File: src/cdu_pkg.sv
`default_nettype none

package cdu_pkg;

  localparam int DATE_W = 27;
  localparam int YEAR_W = 14;
  localparam int DOY_W  = 9;
  localparam int DIFF_W = 23;
  localparam int DC_W   = 22;
  localparam int TDATA_W = 80;

  localparam logic [1:0] FN_TO_DOY   = 2'd0;
  localparam logic [1:0] FN_FROM_DOY = 2'd1;
  localparam logic [1:0] FN_NEXT     = 2'd2;
  localparam logic [1:0] FN_DIFF     = 2'd3;

  localparam logic [YEAR_W-1:0] MAX_YEAR = 14'd9999;

  // Decoded date, as it leaves the split pipeline.
  typedef struct packed {
    logic [YEAR_W-1:0] year;
    logic [6:0]        month;
    logic [6:0]        day;
    logic              leap;
    logic [12:0]       corr;   // ceil(y/4) - ceil(y/100) + ceil(y/400)
  } dec_t;

  // Load enables of the three split stages.
  typedef struct packed {
    logic s1;
    logic s2;
    logic s3;
  } stage_en_t;

  // Days before the first of month idx + 1 (idx 12 gives the year length).
  function automatic logic [DOY_W-1:0] cum_days(input logic leap, input logic [3:0] idx);
    logic [DOY_W-1:0] base;
    case (idx)
      4'd0:    base = 9'd0;
      4'd1:    base = 9'd31;
      4'd2:    base = 9'd59;
      4'd3:    base = 9'd90;
      4'd4:    base = 9'd120;
      4'd5:    base = 9'd151;
      4'd6:    base = 9'd181;
      4'd7:    base = 9'd212;
      4'd8:    base = 9'd243;
      4'd9:    base = 9'd273;
      4'd10:   base = 9'd304;
      4'd11:   base = 9'd334;
      4'd12:   base = 9'd365;
      default: base = 9'd0;
    endcase
    return base + 9'(leap && idx >= 4'd2 && idx <= 4'd12);
  endfunction

  function automatic logic [4:0] month_len(input logic leap, input logic [3:0] mon);
    logic [4:0] len;
    case (mon)
      4'd1, 4'd3, 4'd5, 4'd7, 4'd8, 4'd10, 4'd12: len = 5'd31;
      4'd4, 4'd6, 4'd9, 4'd11:                    len = 5'd30;
      4'd2:    len = leap ? 5'd29 : 5'd28;
      default: len = 5'd0;
    endcase
    return len;
  endfunction

endpackage

`default_nettype wire

File: src/cdu_date_dec.sv
`default_nettype none

module cdu_date_dec (
  input  wire logic                      clk,
  input  wire cdu_pkg::stage_en_t        en,
  input  wire logic [cdu_pkg::DATE_W-1:0] date_in,
  input  wire logic [cdu_pkg::YEAR_W-1:0] year_in,
  input  wire logic                      use_year,
  output cdu_pkg::dec_t                  dec_o
);
  import cdu_pkg::*;

  // Reciprocals: x / 625 for x < 2**23 is (x * M) >> 33, x / 25 for
  // x < 2**12 is (x * 5243) >> 17.
  localparam logic [23:0] DIV625_MUL = 24'd13743896;
  localparam logic [12:0] DIV25_MUL  = 13'd5243;

  logic [46:0]        quo_prod;
  logic [YEAR_W-1:0]  year1_nxt, year1_r;
  logic [DATE_W-1:0]  date1_r;

  logic [DATE_W-1:0]  rem_full;
  logic [24:0]        cent_prod;
  logic [YEAR_W-1:0]  year2_r;
  logic [13:0]        rem2_r;
  logic [7:0]         cent2_r;

  logic [24:0]        mon_prod;
  logic [6:0]         month;
  logic [6:0]         day;
  logic [6:0]         yr_rem;
  logic               yr_rem_nz;
  logic [12:0]        ceil4, ceil100, ceil400;
  dec_t               dec3_nxt, dec3_r;

  // Stage 1: year = date / 10000 = (date >> 4) / 625.
  assign quo_prod  = 47'(date_in[26:4]) * 47'(DIV625_MUL);
  assign year1_nxt = use_year ? year_in : quo_prod[46:33];

  always_ff @(posedge clk) begin
    if (en.s1) begin
      year1_r <= year1_nxt;
      date1_r <= date_in;
    end
  end

  // Stage 2: month-day remainder and century count of the year.
  assign rem_full  = date1_r - 27'(year1_r) * 27'd10000;
  assign cent_prod = 25'(year1_r[13:2]) * 25'(DIV25_MUL);

  always_ff @(posedge clk) begin
    if (en.s2) begin
      year2_r <= year1_r;
      rem2_r  <= rem_full[13:0];
      cent2_r <= cent_prod[24:17];
    end
  end

  // Stage 3: month and day digits, leap flag and the leap-day correction.
  assign mon_prod  = 25'(rem2_r[13:2]) * 25'(DIV25_MUL);
  assign month     = mon_prod[23:17];
  assign day       = 7'(rem2_r - 14'(month) * 14'd100);
  assign yr_rem    = 7'(year2_r - 14'(cent2_r) * 14'd100);
  assign yr_rem_nz = (yr_rem != 7'd0);
  assign ceil4     = 13'(year2_r[13:2]) + 13'(year2_r[1:0] != 2'd0);
  assign ceil100   = 13'(cent2_r) + 13'(yr_rem_nz);
  assign ceil400   = 13'(cent2_r[7:2]) + 13'((cent2_r[1:0] != 2'd0) || yr_rem_nz);

  always_comb begin
    dec3_nxt.year  = year2_r;
    dec3_nxt.month = month;
    dec3_nxt.day   = day;
    dec3_nxt.leap  = (year2_r[1:0] == 2'd0) && (yr_rem_nz || cent2_r[1:0] == 2'd0);
    dec3_nxt.corr  = ceil4 - ceil100 + ceil400;
  end

  always_ff @(posedge clk) begin
    if (en.s3) begin
      dec3_r <= dec3_nxt;
    end
  end

  assign dec_o = dec3_r;

endmodule

`default_nettype wire

File: src/calendar_date_unit.sv
`default_nettype none

// Channel  | Ports                          | Contents
// ---------+--------------------------------+-------------------------------------------
// request  | in_tvalid/in_tready/in_tdata   | tuser: func; tdata: date_a, date_b,
//          | in_tuser                       | year_in, day_of_year
// result   | out_tvalid/out_tready/out_tdata| tdata: date_out, year_out, day_of_year_out,
//          | out_tuser                      | day_diff; tuser: error
//
// One transaction is accepted per cycle unless out_tready low stalls a full pipeline; its
// result appears once it has passed the input register (loaded at the accepting edge), the
// three date split stages, the evaluation stage and the output register.
// Every stage has its own valid bit and loads whenever it is empty or its
// successor moves, so bubbles close up and input is taken while a result waits.
// Reset clears only the valid bits.
module calendar_date_unit (
  input  wire logic                       clk,
  input  wire logic                       rst_n,
  input  wire logic                       in_tvalid,
  output      logic                       in_tready,
  // [26:0] date_a, [53:27] date_b, [67:54] year_in, [76:68] day_of_year
  input  wire logic [cdu_pkg::TDATA_W-1:0] in_tdata,
  // [1:0] func
  input  wire logic [1:0]                 in_tuser,
  output      logic                       out_tvalid,
  input  wire logic                       out_tready,
  // [26:0] date_out, [40:27] year_out, [49:41] day_of_year_out, [72:50] day_diff
  output      logic [cdu_pkg::TDATA_W-1:0] out_tdata,
  // [0] error
  output      logic                       out_tuser
);
  import cdu_pkg::*;

  localparam int NSTG = 6;

  logic [NSTG-1:0] vld_r, vld_nxt, stg_rdy;

  // Input register.
  logic [1:0]        func0_r, func1_r, func2_r, func3_r, func4_r;
  logic [DATE_W-1:0] da0_r, db0_r;
  logic [YEAR_W-1:0] yin0_r;
  logic [DOY_W-1:0]  din0_r, din1_r, din2_r, din3_r;

  stage_en_t dec_en;
  dec_t      dec_a, dec_b;

  // Evaluation stage.
  logic              ok_a, ok_b;
  logic [DOY_W-1:0]  doy_a, doy_b, year_len;
  logic [DC_W-1:0]   dc_a, dc_b;
  logic [3:0]        mon_cnt;
  logic [DOY_W-1:0]  mon_day;
  logic [4:0]        mlen_a;
  logic              err4_nxt, err4_r;
  logic [YEAR_W-1:0] y4_nxt, y4_r;
  logic [3:0]        mon4_nxt, mon4_r;
  logic [4:0]        day4_nxt, day4_r;
  logic [DOY_W-1:0]  doy4_nxt, doy4_r;
  logic [DC_W-1:0]   dca4_r, dcb4_r;

  // Output register.
  logic              use_date;
  logic [DATE_W-1:0] date_out_nxt, date_out_r;
  logic [YEAR_W-1:0] year_out_r;
  logic [DOY_W-1:0]  doy_out_r;
  logic [DIFF_W-1:0] diff_nxt, diff_r;
  logic              err_r;

  function automatic logic date_ok(input dec_t d);
    logic mon_ok;
    mon_ok = (d.month >= 7'd1) && (d.month <= 7'd12);
    return (d.year <= MAX_YEAR) && mon_ok && (d.day >= 7'd1) &&
           (d.day <= 7'(month_len(d.leap, d.month[3:0])));
  endfunction

  // Pipeline flow control.
  always_comb begin
    stg_rdy[NSTG-1] = !vld_r[NSTG-1] || out_tready;
    for (int k = NSTG - 2; k >= 0; k--) begin
      stg_rdy[k] = !vld_r[k] || stg_rdy[k+1];
    end
    vld_nxt[0] = stg_rdy[0] ? in_tvalid : vld_r[0];
    for (int k = 1; k < NSTG; k++) begin
      vld_nxt[k] = stg_rdy[k] ? vld_r[k-1] : vld_r[k];
    end
  end

  always_ff @(posedge clk) begin
    if (!rst_n) begin
      vld_r <= '0;
    end else begin
      vld_r <= vld_nxt;
    end
  end

  assign in_tready  = stg_rdy[0];
  assign out_tvalid = vld_r[NSTG-1];

  always_ff @(posedge clk) begin
    if (stg_rdy[0]) begin
      func0_r <= in_tuser;
      da0_r   <= in_tdata[26:0];
      db0_r   <= in_tdata[53:27];
      yin0_r  <= in_tdata[67:54];
      din0_r  <= in_tdata[76:68];
    end
  end

  // Split stages: date A also carries year_in for the day-of-year conversion.
  always_comb begin
    dec_en.s1 = stg_rdy[1];
    dec_en.s2 = stg_rdy[2];
    dec_en.s3 = stg_rdy[3];
  end

  cdu_date_dec u_dec_a (
    .clk      (clk),
    .en       (dec_en),
    .date_in  (da0_r),
    .year_in  (yin0_r),
    .use_year (func0_r == FN_FROM_DOY),
    .dec_o    (dec_a)
  );

  cdu_date_dec u_dec_b (
    .clk      (clk),
    .en       (dec_en),
    .date_in  (db0_r),
    .year_in  ('0),
    .use_year (1'b0),
    .dec_o    (dec_b)
  );

  always_ff @(posedge clk) begin
    if (stg_rdy[1]) begin
      func1_r <= func0_r;
      din1_r  <= din0_r;
    end
    if (stg_rdy[2]) begin
      func2_r <= func1_r;
      din2_r  <= din1_r;
    end
    if (stg_rdy[3]) begin
      func3_r <= func2_r;
      din3_r  <= din2_r;
    end
  end

  // Evaluation stage.
  assign ok_a     = date_ok(dec_a);
  assign ok_b     = date_ok(dec_b);
  assign doy_a    = cum_days(dec_a.leap, dec_a.month[3:0] - 4'd1) + 9'(dec_a.day);
  assign doy_b    = cum_days(dec_b.leap, dec_b.month[3:0] - 4'd1) + 9'(dec_b.day);
  assign dc_a     = 22'(dec_a.year) * 22'd365 + 22'(dec_a.corr) + 22'(doy_a);
  assign dc_b     = 22'(dec_b.year) * 22'd365 + 22'(dec_b.corr) + 22'(doy_b);
  assign year_len = cum_days(dec_a.leap, 4'd12);
  assign mlen_a   = month_len(dec_a.leap, dec_a.month[3:0]);

  // Month search for the day-of-year conversion; day 0 stays in month 0.
  always_comb begin
    mon_cnt = 4'd0;
    for (int i = 0; i < 12; i++) begin
      if (din3_r > cum_days(dec_a.leap, 4'(i))) begin
        mon_cnt = 4'(i + 1);
      end
    end
    if (mon_cnt == 4'd0) begin
      mon_day = din3_r;
    end else begin
      mon_day = din3_r - cum_days(dec_a.leap, mon_cnt - 4'd1);
    end
  end

  always_comb begin
    err4_nxt = 1'b0;
    y4_nxt   = '0;
    mon4_nxt = '0;
    day4_nxt = '0;
    doy4_nxt = '0;
    case (func3_r)
      FN_TO_DOY: begin
        if (!ok_a) begin
          err4_nxt = 1'b1;
        end else begin
          y4_nxt   = dec_a.year;
          doy4_nxt = doy_a;
        end
      end
      FN_FROM_DOY: begin
        if (dec_a.year > MAX_YEAR) begin
          err4_nxt = 1'b1;
        end else if (din3_r > year_len) begin
          y4_nxt   = dec_a.year;
          mon4_nxt = 4'd12;
          day4_nxt = 5'd31;
        end else begin
          y4_nxt   = dec_a.year;
          mon4_nxt = mon_cnt;
          day4_nxt = mon_day[4:0];
        end
      end
      FN_NEXT: begin
        if (!ok_a) begin
          err4_nxt = 1'b1;
        end else if (dec_a.day[4:0] < mlen_a) begin
          y4_nxt   = dec_a.year;
          mon4_nxt = dec_a.month[3:0];
          day4_nxt = dec_a.day[4:0] + 5'd1;
        end else if (dec_a.month[3:0] < 4'd12) begin
          y4_nxt   = dec_a.year;
          mon4_nxt = dec_a.month[3:0] + 4'd1;
          day4_nxt = 5'd1;
        end else if (dec_a.year >= MAX_YEAR) begin
          err4_nxt = 1'b1;
        end else begin
          y4_nxt   = dec_a.year + 14'd1;
          mon4_nxt = 4'd1;
          day4_nxt = 5'd1;
        end
      end
      FN_DIFF: begin
        err4_nxt = !ok_a || !ok_b;
      end
      default: begin
        err4_nxt = 1'b0;
      end
    endcase
  end

  always_ff @(posedge clk) begin
    if (stg_rdy[4]) begin
      func4_r <= func3_r;
      err4_r  <= err4_nxt;
      y4_r    <= y4_nxt;
      mon4_r  <= mon4_nxt;
      day4_r  <= day4_nxt;
      doy4_r  <= doy4_nxt;
      dca4_r  <= dc_a;
      dcb4_r  <= dc_b;
    end
  end

  // Output stage: compose the decimal date and the day difference.
  assign use_date     = (func4_r == FN_FROM_DOY) || (func4_r == FN_NEXT);
  assign date_out_nxt = 27'(y4_r) * 27'd10000 + 27'(mon4_r) * 27'd100 + 27'(day4_r);
  assign diff_nxt     = 23'(dcb4_r) - 23'(dca4_r);

  always_ff @(posedge clk) begin
    if (stg_rdy[5]) begin
      err_r      <= err4_r;
      date_out_r <= (use_date && !err4_r) ? date_out_nxt : '0;
      year_out_r <= (func4_r == FN_TO_DOY && !err4_r) ? y4_r : '0;
      doy_out_r  <= (func4_r == FN_TO_DOY && !err4_r) ? doy4_r : '0;
      diff_r     <= (func4_r == FN_DIFF && !err4_r) ? diff_nxt : '0;
    end
  end

  assign out_tdata = {7'd0, diff_r, doy_out_r, year_out_r, date_out_r};
  assign out_tuser = err_r;

endmodule

`default_nettype wire
File: config.mk
export PLATFORM = sky130hd
export DESIGN_NAME = calendar_date_unit
export DESIGN_NICKNAME = d
export VERILOG_FILES = /design/src/cdu_pkg.sv /design/src/cdu_date_dec.sv /design/src/calendar_date_unit.sv
export SDC_FILE = /design/constraint.sdc
export NUM_CORES = 2
export LEC_CHECK = 0
export ABC_CLOCK_PERIOD_IN_PS = 8800
export BUFFER_PORTS_ARGS = -buffer_cell sky130_fd_sc_hd__buf_4
export CORE_MARGIN = 2
export CORE_UTILIZATION = 35
export DETAILED_ROUTE_END_ITERATION = 6
export MAX_ROUTING_LAYER = met4
export PLACE_DENSITY_LB_ADDON = 0.3
export SETUP_SLACK_MARGIN = 0.05
export SYNTH_ARGS = -nofsm -noshare
export SYNTH_HDL_FRONTEND = slang
export SYNTH_SLANG_ARGS = --single-unit
File: constraint.sdc
create_clock -name clk -period 8.8 [get_ports clk]
set_clock_uncertainty 0.05 [all_clocks]
set_input_delay 1.76 -clock clk [delete_from_list [all_inputs] [get_ports clk]]
set_output_delay 1.76 -clock clk [all_outputs]
set_load 0.01 [all_outputs]
---- Yosys cells after proc, flatten, opt, wreduce, memory -nomap -nowiden ----
Memories as Yosys holds them, arrays and structs flattened.
Cells that the tools add are included.
word-level totals
  bits in read-only memories .............. 432
  input bits .............................. 86
  output and inout bits ................... 83
  memories ................................ 3
  word-level logic and storage cells ...... 284
  flip-flop bits (word level) ............. 483
cells by class
  add/subtract/negate cells ............... 46
  multiply operators ...................... 16
  muxes and demuxes ....................... 47
  eq/ne operators ......................... 31
  $lt $le $gt $ge ......................... 33
  reduce and logical (&&, ||, !) cells .... 58
memory list
  name             depth  bits a word  read ports  clocked after memory_dff  write ports  line           RTL
  (no name shown)  16     9            1           0                         0            cdu_pkg.sv:38  case (idx)
  (no name shown)  16     9            1           0                         0            cdu_pkg.sv:38
  (no name shown)  16     9            1           0                         0            cdu_pkg.sv:38
operators by type and width
  cell                                                                                 number
  14-bit two-way mux                                                                   7
  23-bit by 21-bit multiplier with 44-bit output, second input constant                2
  9-bit > comparator                                                                   8
  4-bit two-way mux                                                                    16
  12-bit by 13-bit multiplier with 25-bit output, second input constant                2
  12-bit by 13-bit multiplier with 24-bit output, second input constant                2
  22-bit by 13-bit adder with 22-bit output                                            2
  22-bit by 9-bit adder with 22-bit output                                             2
  14-bit by 9-bit multiplier with 22-bit output, second input constant                 2
  14-bit one-hot mux with 3 select lines                                               1
  4-bit == test, second input constant                                                 10
  8-bit by 1-bit adder with 9-bit output, first input constant                         4
  9-bit by 1-bit adder with 9-bit output, first input constant                         4
  4-bit by 3-bit == test with 1-bit output, second input constant                      8
  5-bit two-way mux                                                                    6
  5-bit one-hot mux with 3 select lines                                                2
  7-bit by 1-bit greater-or-equal comparator with 1-bit output, second input constant  4
  14-bit <= comparator, second input constant                                          2
  14-bit by 10-bit multiplier with 10-bit output, second input constant                2
  14-bit subtractor                                                                    2
  7-bit subtractor                                                                     4
  27-bit by 11-bit adder with 27-bit output                                            1
  27-bit by 5-bit adder with 27-bit output                                             1
  12-bit by 1-bit adder with 13-bit output                                             2
  49 further kinds                                                                     135

---- Depth between registers and ports, before layout ----
  depth after elaboration ................. 23
  gate-level depth with buffers ........... 33
  gate-level depth less buffers ........... 31

---- Hierarchy ----
A second synthesis with hierarchy kept.
second synthesis, totals
  cells, all modules ...................... 5,548
  area total of the unflattened synthesis .. 59,897.4 sq um
modules (own cells, without submodules)
  module                   sequential area each (sq um)  area each (sq um)  instances  cells each
  calendar_date_unit       8,077.7                       22,694.3           1          2,101
  cdu_date_dec at u_dec_a  3,183.1                       18,651.6           1          1,748
  cdu_date_dec at u_dec_b  3,183.1                       18,551.5           1          1,699

---- Worst setup path before layout ----
OpenSTA, ideal clock, no wires.
  kind .................................... reg-to-reg
  start ................................... reg u_dec_a.dec3_r (netlist bit u_dec_a.dec_o[21])
  end ..................................... reg dca4_r[20] (data pin)
  arrival time ............................ 7.098 ns
  path buffers ............................ 2
  setup time .............................. 0.259 ns
  setup slack ............................. 1.394 ns
  stages on the path, launching flop included .. 32
  clock period less this slack ............ 7.406 ns
  required time ........................... 8.491 ns
  cells stage by stage .................... edfxtp_1 -> clkbuf_1 -> inv_1 -> ha_1 -> clkbuf_1 -> xnor2_1 -> nor2_1 -> a221oi_1 -> fa_1 -> inv_1 -> fa_1 -> a21o_1 -> a21oi_1 -> o21bai_1 -> a21oi_1 -> nor2b_1 -> nor2_1 -> nor2_1 -> o32ai_1 -> fa_1 -> inv_1 -> fa_1 -> fa_1 -> inv_1 -> ha_1 -> o31ai_1 -> a21oi_1 -> a41o_1 -> o41a_1 -> a41o_1 -> o211ai_1 -> xnor2_1
between the ends
  word-level cells in the longest chain between the ends .. 7
  elaborated cells between the ends (all ways) .. 9
  those cells by class .................... add/sub (4); order compare (2); reduce/logical (2); memory (1)
ends and longest elaborated chain
  item                                                          line                       RTL
  start: declaration                                            cdu_date_dec.sv:34         dec_t dec3_nxt, dec3_r;
  start signal: assignment                                      cdu_date_dec.sv:79         dec3_r <= dec3_nxt;
  4-bit by 1-bit subtractor with 4-bit output *                 calendar_date_unit.sv:152  assign doy_a = cum_days(dec_a.leap, dec_a.month[3:0] - 4'd1) + 9'(dec_a.day);
  4-bit by 2-bit greater-or-equal comparator with 1-bit output  cdu_pkg.sv:54              return base + 9'(leap && idx >= 4'd2 && idx <= 4'd12);
  1-bit logical AND (2 in a row)                                cdu_pkg.sv:54
  9-bit by 1-bit adder with 9-bit output *                      cdu_pkg.sv:54
  9-bit by 7-bit adder with 9-bit output *                      calendar_date_unit.sv:152
  net doy_a[8]                                                  calendar_date_unit.sv:49   logic [DOY_W-1:0] doy_a, doy_b, year_len;
  22-bit by 9-bit adder with 22-bit output *                    calendar_date_unit.sv:154  assign dc_a = 22'(dec_a.year) * 22'd365 + 22'(dec_a.corr) + 22'(doy_a);
  net dc_a[20]                                                  calendar_date_unit.sv:50   logic [DC_W-1:0] dc_a, dc_b;
  end signal: assignment                                        calendar_date_unit.sv:238  dca4_r <= dc_a;
  end: declaration                                              calendar_date_unit.sv:59   logic [DC_W-1:0] dca4_r, dcb4_r;
The timed path passes the listed nets; every way through them passes the cells marked *.
A chain may end at the register's enable or synchronous reset.

---- Final worst setup path ----
  start ................................... reg u_dec_a.dec3_r (netlist bit u_dec_a.dec_o[22])
  end ..................................... reg dca4_r[20] (data pin)
The elaborated chain is that of the path after synthesis.

==> impl_metrics.py <==
metrics = {
    "outcome": {
        "status": "completed",
    },
    "sta": {
        "worstMarginPinSlew_ns": 1.144,
        "max_freq_mhz": 124.4,
        "setup_viol": 0,
        "fin_crit_ns": 8.041,
        "hold_viol": 0,
        "period_share_pct": 91.38,
        "final-max-slew-violation-count": 0,
        "grt_setup_unrepaired": "no",
        "slew_headroom_pct": 23.71,
        "setup_tns_ns": 0,
    },
    "synthesis": {
        "ys_warn_count": 0,
        "synth_compound_area_share_pct": 7.161,
        "synthDistinctLibCells": 80,
        "synth_edf_count": 477,
        "synth-simple-area-share_pct": 5.821,
        "synth_xor_area_share_pct": 4.053,
        "ys_ff_latch": 483,
        "syn_area_um2": 58900,
        "muxShareOfSynthArea_pct": 0.06798,
        "netlist_instances": 5358,
        "synth-main-ff-cell": "edfxtp_1",
        "synth_top_area_share_pct": 25.32,
        "synth-async-reset-ratio_pct": 0,
        "synth_adder_area_share_pct": 49.37,
        "synth_area_leaders": "fa_1, edfxtp_1, ha_1",
        "synth_top_family_by_area": "adder cells",
        "yosysSeqAreaShare_pct": 24.52,
        "syn_avg_cell_area_um2": 10.99,
        "post-synth-top-area-cell": "fa_1",
    },
    "floorplan": {
        "core_area_um2": 167200,
        "die_y_um": 414.2,
        "fp.dieW_um": 414.2,
        "rows": 150,
        "floorplan.initialDensity_pct": 35.22,
        "die-area_um2": 171600,
        "ios": 169,
    },
    "detailed_routing": {
        "vias_per_cell": 4.654,
        "wl_per_cell_um": 16.51,
        "drt-total-wl_um": 128900,
        "drt_iter0_markers": 1472,
        "postRouteAntennaNets": 0,
        "first_pass_iters": 5,
        "vias": 36340,
        "drc_errors": 0,
    },
    "worst_setup_path": {
        "cp-end-kind": "flop",
        "criticalPathCategory": "reg2reg",
        "slowest_delay_ns": 0.61,
        "cp.required_ns": 9.17,
        "critPathSlowestCell": "xnor2_1",
        "rr_startpoint": "u_dec_a.dec_o[22]",
        "arrival_ns": 8.42,
        "worstRegToRegCells": 29,
        "rr_endpoint": "dca4_r[20]",
        "crit_path_start_kind": "flop",
        "worst-path-max-fanout": 10,
        "cp_common_cell": "fa_1",
        "r2r_setup_slack_ns": 0.76,
    },
    "place": {
        "dp_hpwl_um": 109400,
        "io_buffers": 158,
        "dpl_cell_area_um2": 62750,
        "place.gp.congestion": 0.8919,
    },
    "worst_hold_path": {
        "hold_path.class": "reg2reg",
        "min_from": "u_dec_a.rem2_r[0]",
        "min_path_cells": 0,
        "hold-path-endpoint": "u_dec_a.dec_o[14]",
    },
    "clocking": {
        "postCtsSetupBuffers": 0,
        "cts_tree": "yes",
        "h-tree-depth": 3,
        "cts_hold_buf": 0,
        "cts-root-buf": "clkbuf_16",
        "clkTransAtPathRegs_ns": 0.06,
        "clkSinkCount": 483,
        "cts_resized": 0,
        "clock_latency_ns": 0.68,
        "cts_buffers": 69,
        "clk_path_buf_depth": 3,
    },
    "cells_and_area": {
        "final_layout_size_suffix_gt1_share_pct": 5.569,
        "final_common_cell": "inv_1",
        "fillers": 16230,
        "nets": 7515,
        "final_cell_mix": "inv_1, ha_1, fa_1",
        "design_area_um2": 65000,
        "area_growth_pct": 10.36,
    },
    "global_routing": {
        "antenna_found_initial": 8,
        "grt_first_pass_wirelength_um": 211100,
        "grt_max_degree": 80,
        "grt_overflow_total": 0,
        "grt_pass1_vias": 39320,
        "track_usage_pct": 15.99,
    },
    "job": {
        "max-cap-violations": 0,
    },
}
-- area by class of cell --
class,count,area [µm²],share of cell area (%)
multi-input combinational,3477,39210,60.31
sequential,483,14440,22.22
inverter,1353,5084,7.821
tap,2204,2758,4.242
clock buffer,74,1788,2.751
timing repair buffer,168,1261,1.940
clock inverter,47,459.2,0.7064
antenna,2,5.005,0.007699
-- how the worst max path moves through the flow --
stage | slack [ns] | cells past startpoint | to | startpoint
3_3_place_gp | 0.87 | 29 | dca4_r[20] | u_dec_a.dec_o[22]
5_1_grt | 0.16 | 29 | dca4_r[20] | u_dec_a.dec_o[22]
3_5_place_dp | 0.82 | 29 | dca4_r[20] | u_dec_a.dec_o[22]
4_1_cts | 0.80 | 29 | dca4_r[20] | u_dec_a.dec_o[22]
2_1_floorplan | 1.39 | 31 | dca4_r[20] | u_dec_a.dec_o[21]
6_report | 0.76 | 29 | dca4_r[20] | u_dec_a.dec_o[22]
-- cells in the mapped netlist, drive strengths merged, types with 21 or more instances --
cell / count
a21boi: 21
a21o: 70
a21oi: 172
and2: 43
and3: 25
clkbuf: 38
edfxtp: 477
fa: 745
ha: 1132
inv: 1353
nand2: 137
nand2b: 30
nand3: 67
nor2: 178
nor2b: 55
nor3: 56
o21a: 44
o21ai: 113
o21bai: 22
xnor2: 175
xor2: 95
-- cells by family after synthesis --
group	after synthesis
adders and majority gates	1877
buffers and inverters	1404
and+or+nand+nor	686
AOI/OAI and AO/OA	632
DFF	483
xor gates and xnor gates	271
muxes	4
other	1
-- metal layers --
metal	up-vias	part of all wire (%)	track usage [%]	wire length, µm
li1	17990	-	-	-
met1	17670	48	21.55	61680
met2	518	46	25.30	59210
met3	165	3.6	2.302	4624
met4	0	2.6	4.104	3393
met5	-	0	-	0
-- critical path: cells and delay by family (launching register included) --
family                     cells  cell delay [ns]
adders and majority gates      7             2.71
and+or+nand+nor                4             0.35
AOI/OAI and AO/OA             12             3.04
xor gates and xnor gates       2             0.69
DFF                            1             0.50
buffers and inverters          4             0.46
-- registers in the layout (all words and copies together), names as in the netlist, 14 cells and up --
| register | flops |
|---|---|
| u_dec_b.rem2_r | 14 |
| u_dec_a.year2_r | 14 |
| u_dec_a.dec_o | 42 |
| da0_r | 27 |
| yin0_r | 14 |
| u_dec_a.rem2_r | 14 |
| diff_r | 23 |
| db0_r | 27 |
| u_dec_b.date1_r | 14 |
| u_dec_b.year2_r | 14 |
| u_dec_a.year1_r | 14 |
| u_dec_b.dec_o | 42 |
| y4_r | 14 |
| date_out_r | 27 |
| year_out_r | 14 |
| dca4_r | 22 |
| dcb4_r | 22 |
| u_dec_a.date1_r | 14 |
| u_dec_b.year1_r | 14 |
-- metrics by stage --
| stage | hold slack, ns | std cells | utilization (%) | worst slack [ns] |
|---|---|---|---|---|
| floorplan | 0.3503 | 5364 | - | 1.394 |
| global placement | 0.3555 | 7685 | 37.53 | 0.8671 |
| global route | 0.3607 | 7806 | 38.87 | 0.1607 |
| finish | 0.3557 | 7808 | 38.87 | 0.7589 |
| detailed placement | 0.3545 | 7685 | 37.53 | 0.8185 |
| CTS | 0.3582 | 7806 | 38.87 | 0.8048 |
Power is left out: the tool's default activity adds up to more than one toggle a clock period on the data nets, which glitch-free logic cannot reach.
